==> src/rtl/mdh_pkg.sv <==
// shared types, register map and rounding helpers for the mass damper heun step
// no dependencies; imported by mdh_regs, mdh_front, mdh_queue, mdh_back and the top module

package mdh_pkg;

    localparam int ADDR_W = 5;
    localparam int IDX_W  = 3;

    localparam logic [IDX_W-1:0] REG_INV_MASS  = 3'd0;
    localparam logic [IDX_W-1:0] REG_DAMPING   = 3'd1;
    localparam logic [IDX_W-1:0] REG_STIFFNESS = 3'd2;
    localparam logic [IDX_W-1:0] REG_TIME_STEP = 3'd3;
    localparam logic [IDX_W-1:0] REG_DIR_X     = 3'd4;
    localparam logic [IDX_W-1:0] REG_DIR_Z     = 3'd5;

    typedef struct packed {
        logic [30:0]        inv_mass;
        logic [30:0]        damping;
        logic [30:0]        stiffness;
        logic [15:0]        time_step;
        logic signed [17:0] dir_x;
        logic signed [17:0] dir_z;
    } cfg_t;

    // nodal differences j - i, kept exact
    typedef struct packed {
        logic signed [32:0] dux;
        logic signed [32:0] duz;
        logic signed [32:0] dvx;
        logic signed [32:0] dvz;
        logic               commit;
    } entry_t;

    typedef enum logic [4:0] {
        ST_IDLE, ST_DX, ST_DZ, ST_VX, ST_VZ, ST_KE, ST_CV, ST_DV, ST_G1, ST_GM,
        ST_A1, ST_DA, ST_VP, ST_VS, ST_SU, ST_HD, ST_UD, ST_UN, ST_W, ST_KW,
        ST_KQ, ST_G2, ST_GS, ST_GI, ST_AC, ST_DH, ST_VH, ST_VN, ST_DONE
    } seq_state_t;

    // round half up by 2^16 (or 2^17 when half is set), then saturate to 32 bits
    function automatic logic signed [31:0] rnd_sat(input logic signed [66:0] x,
                                                   input logic half);
        logic signed [67:0] xr;
        logic signed [67:0] y;
        xr = 68'(x) + (half ? 68'sd65536 : 68'sd32768);
        y  = half ? (xr >>> 17) : (xr >>> 16);
        if (y > 68'sd2147483647)
            return 32'sh7fffffff;
        else if (y < -68'sd2147483648)
            return 32'sh80000000;
        else
            return y[31:0];
    endfunction

    function automatic logic signed [31:0] sat34(input logic signed [33:0] x);
        if (x > 34'sd2147483647)
            return 32'sh7fffffff;
        else if (x < -34'sd2147483648)
            return 32'sh80000000;
        else
            return x[31:0];
    endfunction

endpackage

==> src/rtl/mdh_regs.sv <==
// apb configuration registers with their reset values
// depends on mdh_pkg

module mdh_regs
    import mdh_pkg::*;
(
    input  logic              clk,
    input  logic              rst_n,
    input  logic              psel,
    input  logic              penable,
    input  logic              pwrite,
    input  logic [ADDR_W-1:0] paddr,
    input  logic [31:0]       pwdata,
    output logic [31:0]       prdata,
    output logic              pready,
    output cfg_t              cfg
);

    cfg_t             cfg_reg;
    logic             wr_en;
    logic [IDX_W-1:0] idx;

    assign pready = 1'b1;
    assign wr_en  = psel && penable && pwrite;
    assign idx    = paddr[ADDR_W-1:2];
    assign cfg    = cfg_reg;

    always_ff @(posedge clk or negedge rst_n)
    begin
        if (!rst_n)
        begin
            cfg_reg.inv_mass  <= 31'd65536;
            cfg_reg.damping   <= 31'd0;
            cfg_reg.stiffness <= 31'd65536;
            cfg_reg.time_step <= 16'd655;
            cfg_reg.dir_x     <= 18'sd65536;
            cfg_reg.dir_z     <= 18'sd0;
        end
        else if (wr_en)
        begin
            unique case (idx)
                REG_INV_MASS:  cfg_reg.inv_mass  <= pwdata[30:0];
                REG_DAMPING:   cfg_reg.damping   <= pwdata[30:0];
                REG_STIFFNESS: cfg_reg.stiffness <= pwdata[30:0];
                REG_TIME_STEP: cfg_reg.time_step <= pwdata[15:0];
                REG_DIR_X:     cfg_reg.dir_x     <= pwdata[17:0];
                REG_DIR_Z:     cfg_reg.dir_z     <= pwdata[17:0];
                default:       ;
            endcase
        end
    end

    always_comb
    begin
        unique case (idx)
            REG_INV_MASS:  prdata = {1'b0, cfg_reg.inv_mass};
            REG_DAMPING:   prdata = {1'b0, cfg_reg.damping};
            REG_STIFFNESS: prdata = {1'b0, cfg_reg.stiffness};
            REG_TIME_STEP: prdata = {16'd0, cfg_reg.time_step};
            REG_DIR_X:     prdata = 32'(cfg_reg.dir_x);
            REG_DIR_Z:     prdata = 32'(cfg_reg.dir_z);
            default:       prdata = 32'd0;
        endcase
    end

endmodule

==> config.mk <==
export PLATFORM = sky130hd
export DESIGN_NAME = mdh_regs
export DESIGN_NICKNAME = d
export VERILOG_FILES = /design/src/rtl/mdh_pkg.sv /design/src/rtl/mdh_regs.sv
export SDC_FILE = /design/constraint.sdc
export NUM_CORES = 1
export LEC_CHECK = 0
export ABC_CLOCK_PERIOD_IN_PS = 2200
export BUFFER_PORTS_ARGS = -buffer_cell sky130_fd_sc_hd__buf_2
export CAP_MARGIN = 20
export CORE_ASPECT_RATIO = 1.2
export CORE_MARGIN = 2
export CORE_UTILIZATION = 51
export DETAILED_ROUTE_END_ITERATION = 10
export PLACE_DENSITY = 0.8
export SETUP_SLACK_MARGIN = 0.02
export SYNTH_ARGS = -nofsm -noshare
export SYNTH_HDL_FRONTEND = slang
export SYNTH_SLANG_ARGS = --single-unit
==> constraint.sdc <==
create_clock -name clk -period 2.2 [get_ports clk]
set_clock_uncertainty 0.15 [all_clocks]
set_input_delay 0.33 -clock clk [delete_from_list [all_inputs] [get_ports clk]]
set_output_delay 0.33 -clock clk [all_outputs]
set_load 0.05 [all_outputs]
After elaboration in Yosys (flattened, before gate mapping)

Index checks and enable logic that the tools add are counted.
Widths: inputs -> output; s select.

Logic and storage cells: 21
Register bits after elaboration: 145
Output and inout port bits: 178
Input port bits: 42

Reductions and logical operators: 9
Multiplexer cells: 1
Eq/ne operators: 5

Operators by type and width:

| kind               | number |
|---|---|
| $pmux 32 s6        | 1 |
| $reduce_and 2->1   | 6 |
| $eq 3x2->1 const B | 2 |
| $eq 3x3->1 const B | 2 |
| $eq 3x1->1 const B | 1 |
| $logic_not 3->1    | 1 |
| $logic_and 1x1->1  | 2 |

Logic depth before layout (Yosys ltp)

Word-level depth: 3
Gate-level depth with buffers: 6
Gate-level depth less buffers: 3

Worst setup path before layout

Ideal clock, no wire load.

Kind: input port to output port
From: input port paddr[3]
To: output port prdata[19]
Arrival time: 2.169 ns
Cell stages on the path: 6
Path buffers: 3
Data required time: 1.720 ns
Slack: -0.449 ns
Cell sequence: buf_4 -> buf_2 -> buf_4 -> nand3b_1 -> o21a_1 -> o21ai_0

Longest elaborated chain between the ends: 2
Elaborated cells on any way between the ends: 7
Classes of those cells: 5 x eq/ne; 1 x mux; 1 x reduce/logical

Ends and longest elaborated chain:

| item                                     | RTL line       | text |
|---|---|---|
| start, declared                          | mdh_regs.sv:12 | `input logic [ADDR_W-1:0] paddr,` |
| $eq 3x3->1, or another cell as far along | mdh_regs.sv:55 | `unique case (idx)` |
| $pmux 32 s6 *                            | mdh_regs.sv:55 |  |
| end, declared                            | mdh_regs.sv:14 | `output logic [31:0] prdata,` |

Mark *: on every way between the ends. The rest lies on a longest branch, timed or not.

Worst setup path after layout

From: register cfg_reg, in the netlist cfg[128]
To: output port prdata[14]

Longest elaborated chain between the ends: 1

Ends and longest elaborated chain:

| item            | RTL line       | text |
|---|---|---|
| start, declared | mdh_regs.sv:19 | `cfg_t cfg_reg;` |
| $pmux 32 s6     | mdh_regs.sv:55 |  |

Every way passes these cells.

==> metrics <==
mean post-synth cell area=13.9 sq um; Root Driver=clkbuf_16; Worst-Skew Late Latency=0.41 ns; Worst Path Required=1.72 ns; R2R Path Start=cfg[122]$_DFFE_PN0P_; IO Count=220; max reg flops=145; top-area cell type share of the netlist area=49.1%; cell area after synthesis=slightly below 7000 sq um; area occupied by multi-input gates=approximately 3100 sq um; pwr dens=1160 nW/um^2; DRC viols=0; RR Endpoint=cfg[122]$_DFFE_PN0P_; Max Cap Viol=0; most used cells in the layout excluding fill and tap cells=buf_2, mux2_2, dfrtp_1; post-synth net total=539; cts bufs inserted=17; share of layout cells above drive strength 1=65.0%; Largest delay share family, worst path=flip-flops; fin crit share=97.6%; gp weighted congestion=0.844; Fillers=961; hold depth=2; Crit. End Element=output port; DP HPWL=12800 um; worst-path maximum fanout=3; Critical Path Max Stage Delay=0.41 ns; DRT Pass-1 Iters=4; slowest CP cell=dfrtp_1; chip height=roughly 130 um; Lkg Pwr=approximately 4.5 nW; antenna viol nets, final=0; Reg clk slew, reported paths=roughly 0.060 ns; Hold Path Class=primary input to flop; FF+latch count, synth=145; vias=5141; Critical path buffers and inverters=1; CORE AREA=13200 sq um; crit path time final=2.15 ns; final non-filler cell total=907; first-pass GRT wire length=30000 um; DRT iter0 DRCs=308; largest net degree at the start of global routing=54; CTS tree=built; total global routing track utilization=25.9%; placed insts=873; Die W=about 110 um; final hold viol count=0; FF+latch area=3640 sq um; area delta synth->final=31.7%; Initial Utilization=52.3%; Peak Freq=466 MHz; Fin Setup TNS=0 ns; drt via density=between 5 and 6; unrepaired setup endpoints after global routing=true; Synth Instances=497; yosys warns=0; Die ar.=14500 sq um; min-delay src=pwdata[20]; commonest non-fill, non-tap cell in the layout=buf_2; Final Slew Violations=0; clk sink count=145; critical path, cell by cell=mux2_2 -> a221oi_1 -> a31oi_1 -> buf_2; number of global-route vias before repair=5608; H-tree depth=4; FF-to-FF path depth=2; final wirelength=18700 um; clk buf depth=2; initial antenna violation count=0; post-synth cell types=32; Overall Power=0.0106 W; Worst slew margin=66.2%; IO buf count=approximately 220; Final WS setup=0.0534 ns; Final setup viols=0; Area contributors post-synth=dfrtp_1, mux2_2, mux2i_1; Congestion Overflow GR=0; row count=46; status=finished, final reports clean; Worst Hold End=cfg[134]$_DFFE_PN0P_; DP Worst Slack=0.0760 ns; worst-margin pin slew=0.507 ns; ANT cells=0; Final #Nets=768; number of synthesized flops with an enable pin=0; startpoint types=flop; Routed WL per cell=20.7 um; area leader, netlist=dfrtp_1; register area share after synthesis=52.5%; maximum vdd drop=887 uV; kind of critical path=flop to output port; Arr. time, crit path=1.67 ns; FF-to-FF setup slack=1.17 ns; Async SR Flop Fraction=100%; ys flop type=dfrtp_1
==> power breakdown <==
part           leakage, nW  switching (W)  internal, W
clock                0.273        0.00114      0.00170
combinational         2.40        0.00297      0.00114
sequential            1.83       0.000430      0.00322
total                 4.50        0.00454      0.00606
==> logic make-up after synthesis <==
family          Yosys count  synth area share [%]
flops                   145                  52.5
buf+inv                  41                  4.30
other cells               1                0.0541
compound gates           60                  5.87
mux                     199                  31.9
simple gates             51                  5.31
==> metal layers <==
layer / up-vias / wire length (um) / global-route usage (%)
li1: 2284 / - / -
met1: 2597 / 7500 / 30.7
met2: 235 / 9520 / 43.9
met3: 25 / 1440 / 8.53
met4: 0 / 284 / 9.24
met5: - / 0 / 0
==> synthesized netlist by cell type (2+ instances only) <==
cell / instances
mux2_2: 161
dfrtp_1: 136
mux2i_1: 31
nand2_1: 18
o21ai_0: 17
nand3b_1: 15
o21a_1: 15
buf_6: 14
buf_2: 10
dfstp_2: 9
a221oi_1: 8
a31oi_1: 8
buf_4: 7
clkbuf_1: 6
mux2_1: 6
nor2_4: 4
o221ai_1: 4
or3_1: 4
inv_1: 3
o22ai_1: 3
a21oi_1: 2
a22oi_1: 2
nand2b_1: 2
nor2b_1: 2
nor3_4: 2
nor3b_1: 2
==> area by class of cell <==
type                            instances  share of cell area, %
Sequential cell                       145                   39.9
Multi-Input combinational cell        311                   34.2
Timing Repair Buffer                  248                   17.1
Clock buffer                           20                   4.89
Tap cell                              168                   2.30
Clock inverter                         12                   1.48
Inverter                                3                  0.123
==> worst max path at each step <==
| stage | startpoint | to | slack (ns) | depth (start not counted) |
|---|---|---|---|---|
| after detailed placement | paddr[2] | prdata[1] | 0.08 | 6 |
| after global routing | cfg[128]$_DFFE_PN0P_ | prdata[14] | -0.008 | 4 |
| after CTS | cfg[67]$_DFFE_PN0P_ | prdata[15] | 0.03 | 4 |
| after floorplan | paddr[2] | prdata[14] | -0.17 | 5 |
| final | cfg[128]$_DFFE_PN0P_ | prdata[14] | 0.05 | 4 |
| after global placement | paddr[2] | prdata[1] | 0.09 | 6 |
==> repair_timing <==
item	4_1_cts	5_1_grt
hold endpoints to repair	45	0
resized for setup	2	36
endpoints found under the setup margin	2	17
setup buffers	0	1
hold buffers	1	0
pin swaps	0	1
==> through the flow <==
| stage | instance area (sq um) | utilization [%] | hold WS [ns] |
|---|---|---|---|
| floorplan | 7020 | - | -0.116 |
| global placement | 8430 | 63.7 | 0.156 |
| detailed placement | 8430 | 63.7 | 0.160 |
| CTS | 9030 | 68.2 | 0.00331 |
| global route | 9130 | 69.0 | 0.0113 |
| finish | 9130 | 69.0 | 0.0170 |
No activity file was read; power rests on OpenSTA's default activity.
