`config.mk`:
```
export PLATFORM = sky130hd
export DESIGN_NAME = mdh_front_flat
export DESIGN_NICKNAME = d
export VERILOG_FILES = /design/src/rtl/mdh_pkg.sv /design/src/rtl/mdh_item_if.sv /design/src/rtl/mdh_front.sv /design/src/flat_wrapper.sv
export SDC_FILE = /design/constraint.sdc
export NUM_CORES = 1
export LEC_CHECK = 0
export BUFFER_PORTS_ARGS = -buffer_cell sky130_fd_sc_hd__buf_2
export CAP_MARGIN = 25
export CORE_AREA = 2 2 154 156
export CTS_CLUSTER_DIAMETER = 30
export CTS_CLUSTER_SIZE = 12
export DETAILED_ROUTE_END_ITERATION = 6
export DIE_AREA = 0 0 156 158
export PLACE_DENSITY = 0.78
export SLEW_MARGIN = 10
export SYNTH_ARGS = -nofsm -noshare
export SYNTH_HDL_FRONTEND = slang
export SYNTH_SLANG_ARGS = --single-unit
```
`constraint.sdc`:
```
create_clock -name clk -period 5.1 [get_ports clk]
set_input_delay 0.765 -clock clk [delete_from_list [all_inputs] [get_ports clk]]
set_output_delay 0.765 -clock clk [all_outputs]
set_load 0.05 [all_outputs]
```
`src/rtl/mdh_pkg.sv`:
```
// shared types, register map and rounding helpers for the mass damper heun step
// no dependencies; imported by mdh_regs, mdh_front, mdh_queue, mdh_back and the top module

package mdh_pkg;

    localparam int ADDR_W = 5;
    localparam int IDX_W  = 3;

    localparam logic [IDX_W-1:0] REG_INV_MASS  = 3'd0;
    localparam logic [IDX_W-1:0] REG_DAMPING   = 3'd1;
    localparam logic [IDX_W-1:0] REG_STIFFNESS = 3'd2;
    localparam logic [IDX_W-1:0] REG_TIME_STEP = 3'd3;
    localparam logic [IDX_W-1:0] REG_DIR_X     = 3'd4;
    localparam logic [IDX_W-1:0] REG_DIR_Z     = 3'd5;

    typedef struct packed {
        logic [30:0]        inv_mass;
        logic [30:0]        damping;
        logic [30:0]        stiffness;
        logic [15:0]        time_step;
        logic signed [17:0] dir_x;
        logic signed [17:0] dir_z;
    } cfg_t;

    // nodal differences j - i, kept exact
    typedef struct packed {
        logic signed [32:0] dux;
        logic signed [32:0] duz;
        logic signed [32:0] dvx;
        logic signed [32:0] dvz;
        logic               commit;
    } entry_t;

    typedef enum logic [4:0] {
        ST_IDLE, ST_DX, ST_DZ, ST_VX, ST_VZ, ST_KE, ST_CV, ST_DV, ST_G1, ST_GM,
        ST_A1, ST_DA, ST_VP, ST_VS, ST_SU, ST_HD, ST_UD, ST_UN, ST_W, ST_KW,
        ST_KQ, ST_G2, ST_GS, ST_GI, ST_AC, ST_DH, ST_VH, ST_VN, ST_DONE
    } seq_state_t;

    // round half up by 2^16 (or 2^17 when half is set), then saturate to 32 bits
    function automatic logic signed [31:0] rnd_sat(input logic signed [66:0] x,
                                                   input logic half);
        logic signed [67:0] xr;
        logic signed [67:0] y;
        xr = 68'(x) + (half ? 68'sd65536 : 68'sd32768);
        y  = half ? (xr >>> 17) : (xr >>> 16);
        if (y > 68'sd2147483647)
            return 32'sh7fffffff;
        else if (y < -68'sd2147483648)
            return 32'sh80000000;
        else
            return y[31:0];
    endfunction

    function automatic logic signed [31:0] sat34(input logic signed [33:0] x);
        if (x > 34'sd2147483647)
            return 32'sh7fffffff;
        else if (x < -34'sd2147483648)
            return 32'sh80000000;
        else
            return x[31:0];
    endfunction

endpackage

```
`src/rtl/mdh_item_if.sv`:
```
// input channel: nodal displacements, velocities and commit flag
// no dependencies

interface mdh_item_if;
    logic               valid;
    logic               ready;
    logic signed [31:0] disp_i_x;
    logic signed [31:0] disp_i_z;
    logic signed [31:0] disp_j_x;
    logic signed [31:0] disp_j_z;
    logic signed [31:0] vel_i_x;
    logic signed [31:0] vel_i_z;
    logic signed [31:0] vel_j_x;
    logic signed [31:0] vel_j_z;
    logic               commit;

    modport source (output valid, disp_i_x, disp_i_z, disp_j_x, disp_j_z,
                    vel_i_x, vel_i_z, vel_j_x, vel_j_z, commit, input ready);
    modport sink (input valid, disp_i_x, disp_i_z, disp_j_x, disp_j_z,
                  vel_i_x, vel_i_z, vel_j_x, vel_j_z, commit, output ready);
endinterface

```
`src/rtl/mdh_front.sv`:
```
// front stage: takes items and forms the exact nodal differences
// depends on mdh_pkg and mdh_item_if

module mdh_front
    import mdh_pkg::*;
(
    input  logic       clk,
    input  logic       rst_n,
    mdh_item_if.sink   item,
    output entry_t     push_data,
    output logic       push_valid,
    input  logic       push_ready
);

    logic   stage_valid_reg;
    logic   stage_valid_next;
    entry_t stage_reg;
    entry_t stage_next;
    logic   accept;

    assign item.ready = !stage_valid_reg || push_ready;
    assign accept     = item.valid && item.ready;
    assign push_valid = stage_valid_reg;
    assign push_data  = stage_reg;

    always_comb
    begin
        stage_next.dux    = 33'(item.disp_j_x) - 33'(item.disp_i_x);
        stage_next.duz    = 33'(item.disp_j_z) - 33'(item.disp_i_z);
        stage_next.dvx    = 33'(item.vel_j_x) - 33'(item.vel_i_x);
        stage_next.dvz    = 33'(item.vel_j_z) - 33'(item.vel_i_z);
        stage_next.commit = item.commit;
        if (accept)
            stage_valid_next = 1'b1;
        else if (push_ready)
            stage_valid_next = 1'b0;
        else
            stage_valid_next = stage_valid_reg;
    end

    always_ff @(posedge clk or negedge rst_n)
    begin
        if (!rst_n)
            stage_valid_reg <= 1'b0;
        else
            stage_valid_reg <= stage_valid_next;
    end

    always_ff @(posedge clk)
    begin
        if (accept)
            stage_reg <= stage_next;
    end

endmodule

```
`src/flat_wrapper.sv`:
```
// flat-port wrapper written by rule: the top's interface ports become plain ports
module mdh_front_flat import mdh_pkg::*;
  (clk, rst_n, push_data, push_valid, push_ready, item_valid, item_disp_i_x, item_disp_i_z, item_disp_j_x, item_disp_j_z, item_vel_i_x, item_vel_i_z, item_vel_j_x, item_vel_j_z, item_commit, item_ready);
  mdh_item_if item_i ();
  input  logic clk;
  input  logic rst_n;
  output entry_t push_data;
  output logic push_valid;
  input  logic push_ready;
  input wire logic [$bits(item_i.valid)-1:0] item_valid;
  input wire logic [$bits(item_i.disp_i_x)-1:0] item_disp_i_x;
  input wire logic [$bits(item_i.disp_i_z)-1:0] item_disp_i_z;
  input wire logic [$bits(item_i.disp_j_x)-1:0] item_disp_j_x;
  input wire logic [$bits(item_i.disp_j_z)-1:0] item_disp_j_z;
  input wire logic [$bits(item_i.vel_i_x)-1:0] item_vel_i_x;
  input wire logic [$bits(item_i.vel_i_z)-1:0] item_vel_i_z;
  input wire logic [$bits(item_i.vel_j_x)-1:0] item_vel_j_x;
  input wire logic [$bits(item_i.vel_j_z)-1:0] item_vel_j_z;
  input wire logic [$bits(item_i.commit)-1:0] item_commit;
  output wire logic [$bits(item_i.ready)-1:0] item_ready;
  assign item_i.valid = item_valid;
  assign item_i.disp_i_x = item_disp_i_x;
  assign item_i.disp_i_z = item_disp_i_z;
  assign item_i.disp_j_x = item_disp_j_x;
  assign item_i.disp_j_z = item_disp_j_z;
  assign item_i.vel_i_x = item_vel_i_x;
  assign item_i.vel_i_z = item_vel_i_z;
  assign item_i.vel_j_x = item_vel_j_x;
  assign item_i.vel_j_z = item_vel_j_z;
  assign item_i.commit = item_commit;
  assign item_ready = item_i.ready;
  mdh_front u_core (.clk(clk), .rst_n(rst_n), .item(item_i), .push_data(push_data), .push_valid(push_valid), .push_ready(push_ready));
endmodule
```
# == Word level (Yosys, flattened, before mapping) ==
# Index checks and enable logic that the tools add are counted.
# op_classes
addsub,4
n_reduce_logical,4
n_mux,2
# ops
operator,n
subtractor 32 x 32 -> 33 bit,4
2-to-1 mux 1 bit,2
nonzero test 2 bit,1
logical AND 1 bit,1
zero test 1 bit,1
logical OR 1 bit,1
# totals
inputBits,261
out_inout_bits,135
regBits,134
elab_cells,16

# == Longest topological paths before layout ==
# depth
word_depth,4
depth_mapped,11
mapped_depth_nobuf,11

# == Least setup slack after synthesis ==
# OpenSTA, ideal clock, no wires.
# synth_path
kind,input to register
startpoint,input port push_ready
endpoint,"register u_core.stage_reg (netlist bit u_core.push_data[0]), enable pin"
path_buffers,0
required_time_ns,4.593
arrival_time_ns,4.356
path_stages,2
setup_slack_ns,0.236
path_cell_list,nand2b_1 -> and2_1
# synth_between
elab_chain_len,2
# synth_rtl
item,line,rtl
from (decl),flat_wrapper.sv:9,input logic push_ready;
logical OR 1 bit,mdh_front.sv:21,assign item.ready = !stage_valid_reg || push_ready;
logical AND 1 bit,mdh_front.sv:22,assign accept = item.valid && item.ready;
net u_core.accept,mdh_front.sv:19,logic accept;
to (signal assigned),mdh_front.sv:52,stage_reg <= stage_next;
to (decl),mdh_front.sv:17,entry_t stage_reg;
# The timed path passes the listed nets, and every way through them passes these cells.
# A chain may end at the register's enable or synchronous reset.

==> results.md <==
- HPWL Detailed: about 26000 um
- Initial antenna violation count: 4
- Worst Setup End Kind: flop
- Root Driver: clkbuf_16
- H-tree levels: 4
- Hold WC Path Type: in -> async
- Critical Path, Cell by Cell: buf_2 -> inv_1 -> ha_1 -> fa_1 -> inv_1 -> a21oi_1 -> o211ai_1 -> a221oi_4 -> a211oi_1 -> a21oi_1 -> o31ai_1 -> a221oi_1
- Critical path required time: 5.24 ns
- Sink Count: 134
- Final Worst Setup Slack: 1.93 ns
- Area of the multi-input gates: 0.00640 mm2
- Top post-synthesis cells by count: inv_1 (173), edfxtp_1 (133), ha_1 (128)
- Row cnt: 56
- Hold WS: 0.0958 ns
- # DRC: 0
- Worst relative slew slack: 68.3%
- DR iter-0 viols: 562
- Post-Syn Area: 0.0111 mm2
- Syn. warnings: 0
- Worst-path maximum fanout: 6
- Slew Limit Fails: 0
- Synth Area per Inst: ~9.3 um2
- Bufs on Longest Clock Path: 2
- Number of synthesized flops with an enable pin: 133
- Core Box Area: 0.0231 mm2
- GR Util met3: ~5.9%
- Ports: between 300 and 400
- Kind of critical path: in -> reg
- Drt via density: 5.50
- CP bufs+invs: 3
- Final Non-Filler Cells: 1901
- Largest net degree at the start of global routing: 75
- Sequential area share after synthesis: a little over a third
- Starting density of the core: about half
- Max-cap viol count: 0
- Finished Cell Area: approximately 0.014 mm2
- P per Cell Area: approximately 300 mW/mm2
- Area Growth Syn to Fin: 26.0%
- Slowest stage cell, crit path: fa_1
- GRT Residual Overflow: 0
- Least-Margin Pin Slew: 0.463 ns
- Fin crit share: 62.2%
- Register Area: ~0.0040 mm2
- First-pass GRT wire length: 48300 um
- Mapped Cells: 1195
- Synthesized Nets: roughly 1600
- Endpoints failing setup: 0
- Fillers: 1978
- Placed insts: 1866
- Synth top area share: 35.9%
- Die width: 156 um
- Layout Nets: 1989
- Num CTS Buffers: 17
- RSZ-0062 raised after global routing: no
- Vias in the first global route: about 10000
- DIE AREA: between 0.02 and 0.025 mm2
- Async set-reset flop share out of synthesis: less than 1%
- Clock skew: between 0.01 and 0.015 ns
- GR Util All Layers: 24.7%
- Final hold violations: 0
- Primary FF master, synth: edfxtp_1
- # hold bufs at CTS: 0
- Seq cells post-synth: roughly 130
- Drt wl/cell: 16.5 um
- GP Congestion: 0.946
- Worst stage delay on the critical path: 0.42 ns
- Vias: between 10000 and 15000
- Final WL: between 30000 and 40000 um
- PortBufs: 395
- Top Usage Layer GRT: met2
- Setup TNS: 0 ns
- Clk_lat worst skew: 0.43 ns
- CTS resizes: 0
- Post-route minimum period: 3.17 ns
- CP top delay family: compound AO/OA/AOI/OAI gates
- Pre-CTS setup slack: 1.45 ns
- Yosys top cell by area: edfxtp_1
- Unique masters post-synth: 71
- Area contributors post-synth: edfxtp_1 (36%), ha_1 (14%), inv_1 (5.8%), xnor2_1 (5.3%), a21oi_1 (4.8%)
- TritonCTS clock tree: built
- Leak: 6.88 nW
- Die Ht: 158 um
- Pre-antenna DRT Iters: 5
- Proportion of layout cells with a drive suffix above 1: 27.7%
- Routed Antenna Nets: 0
- Placed Area: 0.0134 mm2
- Startpoint Class: input port
- Clock-pin slew on the worst setup and hold paths: approximately 0.07 ns
- Status: finished, final reports clean
- Maximum clock rate: 315 MHz
- Top-count cell post-synth: inv_1
- Post-CTS Setup Repair Bufs: 0
- Met1 Usage GRT: 27.7%
- Worst EP arrival: 3.32 ns
- Worst vdd ir: 195 uV
- Met2 Usage GRT: 46.1%
[per-layer routing]
layer / up-vias / share of wire, %
li1: 5143 / -
met1: 4770 / 38
met2: 485 / 51
met3: 58 / 8.7
met4: 4 / 2.2
met5: - / 0.076
[area by class of cell]
class	instances	area share, %
multi-input combinational	873	45.7
sequential	134	28.7
timing repair buffer	397	14.4
inverter	173	4.63
clock buffer	18	3.06
tap	290	2.59
clock inverter	14	0.902
antenna	2	0.0357
[where the power goes]
| part | internal (mW) | total [mW] | switching [mW] | leakage [nW] |
|---|---|---|---|---|
| Sequential | 1.40 | 1.43 | 0.0324 | 1.28 |
| Clock | 0.674 | 1.20 | 0.527 | 0.251 |
| Combinational | 0.552 | 1.61 | 1.06 | 5.36 |
[placed cells by master (no fill, tap or decap), types with 4 or more instances in the layout]
cell type   count
o21ai_1         5
nor2_1         64
nand2b_1       18
a21oi_1       106
and4_1          5
inv_6           4
o21ai_0        49
and3_1         14
nor3_1         30
nand4_1        11
o21a_1         21
o21bai_1       12
fa_1            4
or3_1          12
and2_1          4
buf_2         395
inv_1         173
a211oi_1        9
xnor2_1        67
a21boi_0        6
o31ai_1         8
a211o_1         7
ha_1          128
a221oi_1        6
nor2b_1        26
a31oi_1        17
nand2_1        58
nand3_1        29
edfxtp_1      133
clkinvlp_4      6
o211ai_1       14
a21o_1         51
clkbuf_16      17
a311oi_1        4
xor2_1         31
[cell families after synthesis]
group,after synthesis,synth area share (%)
AO/OA/AOI/OAI,354,21.4
flip-flops,134,36.1
buffers and inverters,188,6.38
multiplexers,1,0.0900
adder cells (fa/ha/maj),132,15.1
AND/OR/NAND/NOR,288,13.2
XOR/XNOR,98,7.71
[path summary, 6_finish.rpt]
path | from | endpoint | slack, ns | cells after the start
worst max-delay path | item_disp_j_x[0] | u_core.push_data[132]$_DFFE_PP_ | 1.93 | 12
worst min register to register | u_core.push_valid$_DFFE_PN0P_ | u_core.push_valid$_DFFE_PN0P_ | 0.54 | 2
max in group asynchronous | rst_n | u_core.push_valid$_DFFE_PN0P_ | 4.92 | 1
min in group clk | item_commit | u_core.push_data[0]$_DFFE_PP_ | 0.52 | 1
worst max register to register | u_core.push_valid$_DFFE_PN0P_ | u_core.push_data[66]$_DFFE_PP_ | 3.49 | 3
worst min-delay path | rst_n | u_core.push_valid$_DFFE_PN0P_ | 0.1 | 1
[metrics by stage]
stage	power [mW]	utilization (%)
4_1_cts	4.25	60.7
3_5_place_dp	3.05	58.3
2_1_floorplan	2.64	-
3_3_place_gp	3.01	58.3
6_report	4.24	60.8
5_1_grt	4.43	60.8
[flip-flops by register name, indices dropped and copies added, names as in the netlist]
register,cells
u_core.push_data,133
u_core.push_valid,1
(Power assumes the default switching activity.)
