`src/rtl/mdh_pkg.sv`:
```
// shared types, register map and rounding helpers for the mass damper heun step
// no dependencies; imported by mdh_regs, mdh_front, mdh_queue, mdh_back and the top module

package mdh_pkg;

    localparam int ADDR_W = 5;
    localparam int IDX_W  = 3;

    localparam logic [IDX_W-1:0] REG_INV_MASS  = 3'd0;
    localparam logic [IDX_W-1:0] REG_DAMPING   = 3'd1;
    localparam logic [IDX_W-1:0] REG_STIFFNESS = 3'd2;
    localparam logic [IDX_W-1:0] REG_TIME_STEP = 3'd3;
    localparam logic [IDX_W-1:0] REG_DIR_X     = 3'd4;
    localparam logic [IDX_W-1:0] REG_DIR_Z     = 3'd5;

    typedef struct packed {
        logic [30:0]        inv_mass;
        logic [30:0]        damping;
        logic [30:0]        stiffness;
        logic [15:0]        time_step;
        logic signed [17:0] dir_x;
        logic signed [17:0] dir_z;
    } cfg_t;

    // nodal differences j - i, kept exact
    typedef struct packed {
        logic signed [32:0] dux;
        logic signed [32:0] duz;
        logic signed [32:0] dvx;
        logic signed [32:0] dvz;
        logic               commit;
    } entry_t;

    typedef enum logic [4:0] {
        ST_IDLE, ST_DX, ST_DZ, ST_VX, ST_VZ, ST_KE, ST_CV, ST_DV, ST_G1, ST_GM,
        ST_A1, ST_DA, ST_VP, ST_VS, ST_SU, ST_HD, ST_UD, ST_UN, ST_W, ST_KW,
        ST_KQ, ST_G2, ST_GS, ST_GI, ST_AC, ST_DH, ST_VH, ST_VN, ST_DONE
    } seq_state_t;

    // round half up by 2^16 (or 2^17 when half is set), then saturate to 32 bits
    function automatic logic signed [31:0] rnd_sat(input logic signed [66:0] x,
                                                   input logic half);
        logic signed [67:0] xr;
        logic signed [67:0] y;
        xr = 68'(x) + (half ? 68'sd65536 : 68'sd32768);
        y  = half ? (xr >>> 17) : (xr >>> 16);
        if (y > 68'sd2147483647)
            return 32'sh7fffffff;
        else if (y < -68'sd2147483648)
            return 32'sh80000000;
        else
            return y[31:0];
    endfunction

    function automatic logic signed [31:0] sat34(input logic signed [33:0] x);
        if (x > 34'sd2147483647)
            return 32'sh7fffffff;
        else if (x < -34'sd2147483648)
            return 32'sh80000000;
        else
            return x[31:0];
    endfunction

endpackage

```
`src/rtl/mdh_queue.sv`:
```
// short fifo of difference entries between front and back
// depends on mdh_pkg

module mdh_queue
    import mdh_pkg::*;
#(
    parameter int DEPTH = 2
)
(
    input  logic   clk,
    input  logic   rst_n,
    input  entry_t push_data,
    input  logic   push_valid,
    output logic   push_ready,
    output entry_t pop_data,
    output logic   pop_valid,
    input  logic   pop_ready
);

    localparam int PTR_W = (DEPTH > 1) ? $clog2(DEPTH) : 1;
    localparam int CNT_W = $clog2(DEPTH + 1);

    entry_t             mem_reg [DEPTH];
    logic [PTR_W-1:0]   wr_ptr_reg;
    logic [PTR_W-1:0]   wr_ptr_next;
    logic [PTR_W-1:0]   rd_ptr_reg;
    logic [PTR_W-1:0]   rd_ptr_next;
    logic [CNT_W-1:0]   count_reg;
    logic [CNT_W-1:0]   count_next;
    logic               push;
    logic               pop;

    assign push_ready = count_reg != CNT_W'(DEPTH);
    assign pop_valid  = count_reg != '0;
    assign push       = push_valid && push_ready;
    assign pop        = pop_valid && pop_ready;
    assign pop_data   = mem_reg[rd_ptr_reg];

    always_comb
    begin
        wr_ptr_next = wr_ptr_reg;
        rd_ptr_next = rd_ptr_reg;
        count_next  = count_reg;
        if (push)
            wr_ptr_next = (wr_ptr_reg == PTR_W'(DEPTH - 1)) ? '0 : wr_ptr_reg + 1'b1;
        if (pop)
            rd_ptr_next = (rd_ptr_reg == PTR_W'(DEPTH - 1)) ? '0 : rd_ptr_reg + 1'b1;
        if (push && !pop)
            count_next = count_reg + 1'b1;
        else if (pop && !push)
            count_next = count_reg - 1'b1;
    end

    always_ff @(posedge clk or negedge rst_n)
    begin
        if (!rst_n)
        begin
            wr_ptr_reg <= '0;
            rd_ptr_reg <= '0;
            count_reg  <= '0;
        end
        else
        begin
            wr_ptr_reg <= wr_ptr_next;
            rd_ptr_reg <= rd_ptr_next;
            count_reg  <= count_next;
        end
    end

    always_ff @(posedge clk)
    begin
        if (push)
            mem_reg[wr_ptr_reg] <= push_data;
    end

    a_count_bound: assert property (@(posedge clk) disable iff (!rst_n)
        count_reg <= CNT_W'(DEPTH))
        else $error("queue fill count beyond depth");

    a_count_grow: assert property (@(posedge clk) disable iff (!rst_n)
        (push && !pop) |=> (count_reg == $past(count_reg) + 1'b1))
        else $error("queue count did not follow a lone push");

endmodule

```
`config.mk`:
```
export PLATFORM = sky130hd
export DESIGN_NAME = mdh_queue
export DESIGN_NICKNAME = d
export VERILOG_FILES = /design/src/rtl/mdh_pkg.sv /design/src/rtl/mdh_queue.sv
export SDC_FILE = /design/constraint.sdc
export NUM_CORES = 1
export LEC_CHECK = 0
export ABC_CLOCK_PERIOD_IN_PS = 15400
export BUFFER_PORTS_ARGS = -buffer_cell sky130_fd_sc_hd__buf_2
export CORE_MARGIN = 2
export CORE_UTILIZATION = 56
export CTS_CLUSTER_SIZE = 10
export DETAILED_ROUTE_END_ITERATION = 16
export PLACE_DENSITY_LB_ADDON = 0.12
export SETUP_SLACK_MARGIN = 0.2
export SLEW_MARGIN = 40
export SYNTH_ARGS = -nofsm -noshare
export SYNTH_HDL_FRONTEND = slang
export SYNTH_SLANG_ARGS = --single-unit
```
`constraint.sdc`:
```
create_clock -name clk -period 15.4 [get_ports clk]
set_input_delay 4.62 -clock clk [delete_from_list [all_inputs] [get_ports clk]]
set_output_delay 4.62 -clock clk [all_outputs]
set_load 0.02 [all_outputs]
```
* Word level (Yosys, flattened, before mapping)
Memory sizes are Yosys's and may differ from the RTL's. Index checks and enable logic that the tools add are counted.
Cells by class: add/subtract/negate cells 4, reductions and logical operators 8, muxes and demuxes 6, eq/ne operators 1
Operators with widths (count):
- 1-bit logical AND | 4
- 1-bit 2-to-1 mux | 4
- 2-bit 2-to-1 mux | 2
- 2-bit nonzero test | 2
- 1-bit adder, second input constant | 2
- 2-bit by 1-bit adder with 2-bit output, second input constant | 1
- 1-bit zero test | 2
- 2-bit inequality test, second input constant | 1
- 2-bit by 1-bit subtractor with 2-bit output, second input constant | 1
Storage, ports and cells: memories kept 1, bits in registers 4, bits in writable memories 266, output and inout bits 135, input bits 137
Memories:
- mem_reg | words 2, bits a word 133, read ports 1, clocked after Yosys merged registers in 0, write ports 1, line mdh_queue.sv:23 | entry_t mem_reg [DEPTH];

* Longest topological paths before layout
Gate-level depths: netlist of the first run.
word-level depth 6, mapped depth 7, mapped depth without buffers 7

* Worst setup path before layout of the first run
OpenSTA, ideal clock, no wires.
path type in2reg, start point input push_valid, end point memory mem_reg[0][0] in the netlist's numbering (enable), data required time 14.773 ns, setup time 0.627 ns, arrival time 10.241 ns, cell stages on the path 2, path buffers 0, setup slack 4.532 ns, path through nand2_1 -> nor2_1
Between the ends: word-level cells in the longest chain between the ends 3
Ends and longest elaborated chain:
- from (decl) | line mdh_queue.sv:13 | input logic push_valid,
- 1-bit logical AND | line mdh_queue.sv:35 | assign push = push_valid && push_ready;
- 1-bit 2-to-1 mux | line mdh_queue.sv:72 | if (push)
- 1-bit 2-to-1 mux (not written as such) | line mdh_queue.sv:73 | mem_reg[wr_ptr_reg] <= push_data;
- to (decl) | line mdh_queue.sv:23
No other way between the ends.

==> results of run 1 <==
worst max-delay path by stage:
stage	from	endpoint	depth (start not counted)
4_1_cts	rd_ptr_reg	pop_data[117]	3
3_5_place_dp	rd_ptr_reg	pop_data[117]	3
2_1_floorplan	push_valid	mem_reg[0][0]	2
3_3_place_gp	rd_ptr_reg	pop_data[113]	3
5_1_grt	rd_ptr_reg	pop_data[118]	3
6_report	rd_ptr_reg	pop_data[117]	3
cells in the final DEF, fill, tap and decap left out:
cell | synthesis | layout
buf_2 | 7 | 271
edfxtp_1 | 266 | 266
mux2_2 | 73 | 73
mux2_4 | 60 | 60
clkbuf_16 | 0 | 31
clkbuf_1 | 0 | 24
diode_2 | 0 | 5
xnor2_1 | 3 | 3
dfrtp_1 | 4 | 3
buf_6 | 8 | 3
nand2_1 | 2 | 2
xor2_1 | 2 | 2
nand2b_1 | 1 | 1
inv_1 | 1 | 1
or2_2 | 1 | 1
and3_4 | 0 | 1
nor2_4 | 0 | 1
nor2_1 | 2 | 1
ha_1 | 1 | 1
inv_6 | 0 | 1
clkbuf_8 | 0 | 1
buf_4 | 0 | 1
dfrtp_4 | 0 | 1
buf_12 | 0 | 1
cell type report:
type / instances / area, µm²
diodes: 5 / 12.51
clock buffers: 56 / 879.6
clock inverters: 1 / 8.758
fillers: 1127 / 4896
inverters: 1 / 3.754
multi-input cells: 146 / 1826
flip-flops and latches: 270 / 8092
well taps: 225 / 281.5
repair buffers: 276 / 1418
worst max-delay path, delay by kind of cell, from the launching register on:
kind | cells | cell delay, ns
buffers and inverters | 2 | 0.83
DFF | 1 | 0.74
muxes | 1 | 0.41
routing by layer:
layer  GRT usage  wire (µm)
met5           0         27
met4     0.07256        518
met3     0.07064       1792
met2      0.3201       9396
met1      0.2188       6943
report_power, final:
part | switching, µW | leakage, µW | total, µW | internal (µW)
Clock | 256 | 0.000422 | 636 | 380
Sequential | 57.3 | 0.00252 | 1060 | 1010
Combinational | 491 | 0.00193 | 839 | 347
synthesized netlist by cell type (all sizes together):
cell	n
and3	1
buf	15
dfrtp	4
edfxtp	266
ha	1
inv	1
mux2	133
nand2	2
nand2b	1
nor2	2
or2	1
xnor2	3
xor2	2
stage by stage:
stage,worst slack (ns),instances,util,total power (µW),instance area (µm²)
floorplan,4.532,432,-,1706,10030
global placement,8.082,917,0.6654,1905,11590
detailed placement,8.739,918,0.6672,1931,11620
CTS,8.166,975,0.7182,2571,12510
global route,8.081,977,0.7185,2657,12510
finish,8.235,980,0.7189,2540,12520
kinds of logic after synthesis:
group	synth area share
XOR/XNOR	0.004367
AND/OR/NAND/NOR	0.003370
flip-flops	0.8064
multiplexers	0.1718
buffers and inverters	0.01285
adder cells (fa/ha/maj)	0.001247
==> flow_summary_export.csv, run 1 <==
group,metric,value,unit
status,outcome,"finished, final reports clean",
critical_path,ff2ff_setup_slack,12.98,ns
yosys,yosysSeqAreaShare,0.8064,
floorplan,die_x,137.8,µm
timing,worst_slew_pin_slew,0.7969,ns
power_and_ir_drop,p_leak,0.004864,µW
critical_path,worstPathArrival,2.55,ns
yosys,yosys.area.top_type,"edfxtp_1",
route,drc,0,
global_route,grt.total_usage,0.1886,
critical_path,critPathCaptureType,"output pin",
job,cap_violations,0,
power_and_ir_drop,ir_drop,155.7,µV
worst_hold_path,hp-class,"reg -> reg",
global_route,overflow,0,
yosys,synth_area_leaders,"edfxtp_1, mux2_4, mux2_2",
floorplan,die-area,19000,µm²
yosys,syn-cell-area,10030,µm²
timing,fin_skew,0.008247,ns
timing,final_hold_viol_count,0,
route,routed_wl,18.68,mm
clocking,numCtsBuffers,31,
floorplan,start_util,0.5759,
power_and_ir_drop,p_per_area,202.8,nW/µm²
worst_hold_path,min_delay_path_depth,1,
clocking,ctsHoldBuffers,0,
timing,hold_slack,0.4933,ns
critical_path,cpPeakStageDelay,0.74,ns
placement,portBuffers,271,
yosys,yosys_warnings,0,
clocking,cts_num_sinks,270,
clocking,postCtsSetupBuffers,0,
clocking,root_buffer,"clkbuf_16",
yosys,synth_top_cell_area_share,0.7964,
cells_and_area,area_growth,24.84,%
timing,setup_viol,0,
route,drt_first_pass_iters,4,
clocking,htreeDepth,1,
yosys,synth_nets,570,
placement,finalWeightedCongestion,0.7499,
timing,timing.final.crit_period,7.165,ns
clocking,path_clk_slew,0.05,ns
critical_path,critPathKind,"reg -> out",
clocking,clock_latency,0.52,ns
floorplan,ios,272,
floorplan,num_rows,48,
global_route,grt_pass1_vias,5257,
critical_path,crit_chain,"buf_6 -> mux2_2 -> buf_2",
timing,slew_viol_final,0,
route,vias,5048,
critical_path,cp.required,10.78,ns
route,ant_nets,0,
route,vias_per_cell,5.151,
timing,max-slew-margin-rel,0.4687,
floorplan,die_y,137.8,µm
critical_path,r2r-start,"count_reg[0]",
clocking,cts_resized,0,
critical_path,critical_path.slowest_cell,"dfrtp_4",
worst_hold_path,holdPathEnd,"count_reg[1]",
route,avgRoutedWirePerCell,19.06,µm
floorplan,fp.coreArea,17420,µm²
route,drtIter0Drc,248,
cells_and_area,nets,864,
timing,finalCritPeriodShare,0.4653,
timing,grt_setup_unrepaired,"false",
critical_path,cp_max_fo,63,
yosys,synth_seq_cells,270,
timing,tns,0,ns
yosys,postSynthCellCount,432,
yosys,synth_cell_types,15,
placement,dpl.hpwl,12.26,mm
global_route,grt_start_max_net_pins,82,
clocking,cts_tree,"done",
global_route,antenna_found_initial,7,
worst_hold_path,min_from,"count_reg[1]",
cells_and_area,drive_gt1_frac,0.5947,
critical_path,r2r-end,"mem_reg[1][16]",
global_route,grt_pass1_wl,27.03,mm
clocking,clockBufferDepth,3,
cells_and_area,largest_reg_flops,266,
yosys,syn_avg_cell_area,23.22,µm²
critical_path,cp-start-kind,"flip-flop",
critical_path,rr_worst_depth,3,
timing,max_freq,139.6,MHz
Note: power is estimated with default switching activity, not from simulation.
==> run 2: changes to the inputs <==
Settings changed: ABC_CLOCK_PERIOD_IN_PS 15400 to 5770, CORE_UTILIZATION 56 to 47.
Clock period 15.4 ns to 5.77 ns, I/O delays scaled along.
==> run 2 against run 1 <==
- utilization fell by 12 points
- worst setup slack got worse by 6.7 ns
- global-route usage fell by 2.7 points
- first-iteration DRC count fell by 29%
- sequential power rose to 2.7 times the previous value
==> flow_summary_export.csv, run 2 (same netlist as run 1, synthesis figures left out) <==
group,metric,value,unit
floorplan,fp.coreArea,20960,µm²
timing,worst_slack,1.498,ns
critical_path,r2r-end,"mem_reg[0][62]",
critical_path,rr_worst_depth,4,
cells_and_area,drive_gt1_frac,0.6057,
global_route,grt_start_max_net_pins,69,
route,avgRoutedWirePerCell,18.42,µm
timing,final_hold_viol_count,0,
power_and_ir_drop,ir_drop,329.0,µV
critical_path,cp_max_fo,39,
critical_path,startpoint,"rd_ptr_reg",
cells_and_area,nets,869,
status,outcome,"finished, final reports clean",
power_and_ir_drop,p_sw,2130,µW
power_and_ir_drop,p_per_area,535.5,nW/µm²
clocking,numCtsBuffers,31,
placement,portBuffers,271,
critical_path,critical_path.endpoint,"pop_data[6]",
cells_and_area,largest_reg_flops,266,
clocking,cts_tree,"done",
route,drtIter0Drc,177,
worst_hold_path,hp-class,"reg -> reg",
global_route,grt.total_usage,0.1615,
critical_path,worstPathArrival,2.54,ns
timing,max_freq,234.1,MHz
clocking,root_buffer,"clkbuf_16",
worst_hold_path,min_delay_path_depth,1,
placement,dp_slack,2.013,ns
clocking,cts_resized,0,
power_and_ir_drop,p_comb_frac,0.334,
global_route,antenna_found_initial,6,
worst_hold_path,min_from,"count_reg[1]",
route,ant_nets,0,
cells_and_area,area_growth,25.35,%
timing,setup_viol,0,
power_and_ir_drop,pwr-share-seq,0.422,
clocking,clockBufferDepth,3,
cells_and_area,layout_common_cells,"buf_2, edfxtp_1, mux2_2",
floorplan,ios,272,
global_route,grt_pass1_wl,28.01,mm
critical_path,critPathKind,"reg -> out",
route,drt_first_pass_iters,4,
global_route,use_met1,0.1936,
placement,finalWeightedCongestion,0.8026,
clocking,ctsHoldBuffers,0,
global_route,grt_use_met2,0.2692,
floorplan,num_rows,53,
critical_path,cp-start-kind,"flip-flop",
route,vias_per_cell,4.960,
global_route,gr-max-usage-layer,"met2",
power_and_ir_drop,p_sw_frac,0.3163,
clocking,clock_latency,0.53,ns
global_route,grt.met3_usage,0.05762,
power_and_ir_drop,power.internal,4602,µW
clocking,cts_num_sinks,270,
power_and_ir_drop,p_leak,0.004873,µW
power_and_ir_drop,pwr-share-clk,0.243,
cells_and_area,final_common_cell,"buf_2",
global_route,grt_pass1_vias,5318,
timing,max-slew-margin-rel,0.5334,
floorplan,start_util,0.4786,
timing,tns,0,ns
floorplan,die-area,22520,µm²
clocking,htreeDepth,1,
route,drc,0,
floorplan,die_y,150.1,µm
critical_path,ff2ff_setup_slack,3.45,ns
critical_path,r2r-start,"count_reg[0]",
job,cap_violations,0,
clocking,path_clk_slew,0.06,ns
timing,fin_skew,0.01238,ns
floorplan,die_x,150.1,µm
timing,slew_viol_final,0,
route,routed_wl,18.79,mm
timing,grt_setup_unrepaired,"false",
global_route,overflow,0,
critical_path,critPathCaptureType,"output pin",
clocking,postCtsSetupBuffers,0,
timing,timing.final.crit_period,4.272,ns
timing,finalCritPeriodShare,0.7403,
placement,dpl.hpwl,12.70,mm
timing,worst_slew_pin_slew,0.6999,ns
critical_path,cp.required,4.04,ns
route,vias,5059,
[run 2: how the worst min path moves through the flow]
stage,to,slack [ns]
floorplan,count_reg[1],0.46
global placement,count_reg[1],0.47
detailed placement,count_reg[1],0.51
CTS,count_reg[1],0.51
global route,count_reg[1],0.53
finish,count_reg[1],0.51
[run 2: final cells by class]
cell class	count	area (µm²)
well taps	275	344.1
clock inverters	1	8.758
clock buffers	44	824.5
fillers	1580	8383
flip-flops and latches	270	8092
multi-input cells	146	1826
diodes	2	5.005
inverters	1	3.754
repair buffers	281	1469
[run 2: power groups by stage]
stage / registers [µW] / logic, µW / clock network (µW)
6_report: 2840 / 2250 / 1640
3_5_place_dp: 2890 / 2290 / 0
3_3_place_gp: 2920 / 2190 / 0
4_1_cts: 2850 / 2290 / 1690
5_1_grt: 2890 / 2400 / 1770
2_1_floorplan: 2840 / 1680 / 0
[run 2: per-layer routing]
layer	routed length, µm	share of wire
met4	587	0.031
met1	7171	0.38
met5	54	0.0029
met2	9165	0.49
met3	1809	0.096
[run 2: critical path: stages, from the launching register on]
cell,delay (ns)
dfrtp_4,0.79
buf_12,0.31
buf_4,0.34
mux2_2,0.39
buf_2,0.16
[run 2: stage by stage]
stage	std cells	cell area (µm²)	power [µW]	util	hold WS [ns]
final	1020	12570	6732	0.6000	0.5145
after global routing	1019	12570	7055	0.5998	0.5330
after CTS	1018	12570	6835	0.5997	0.5135
after detailed placement	973	11730	5178	0.5599	0.5060
after global placement	971	11690	5113	0.5580	0.4710
after floorplan	432	10040	4519	-	0.4559
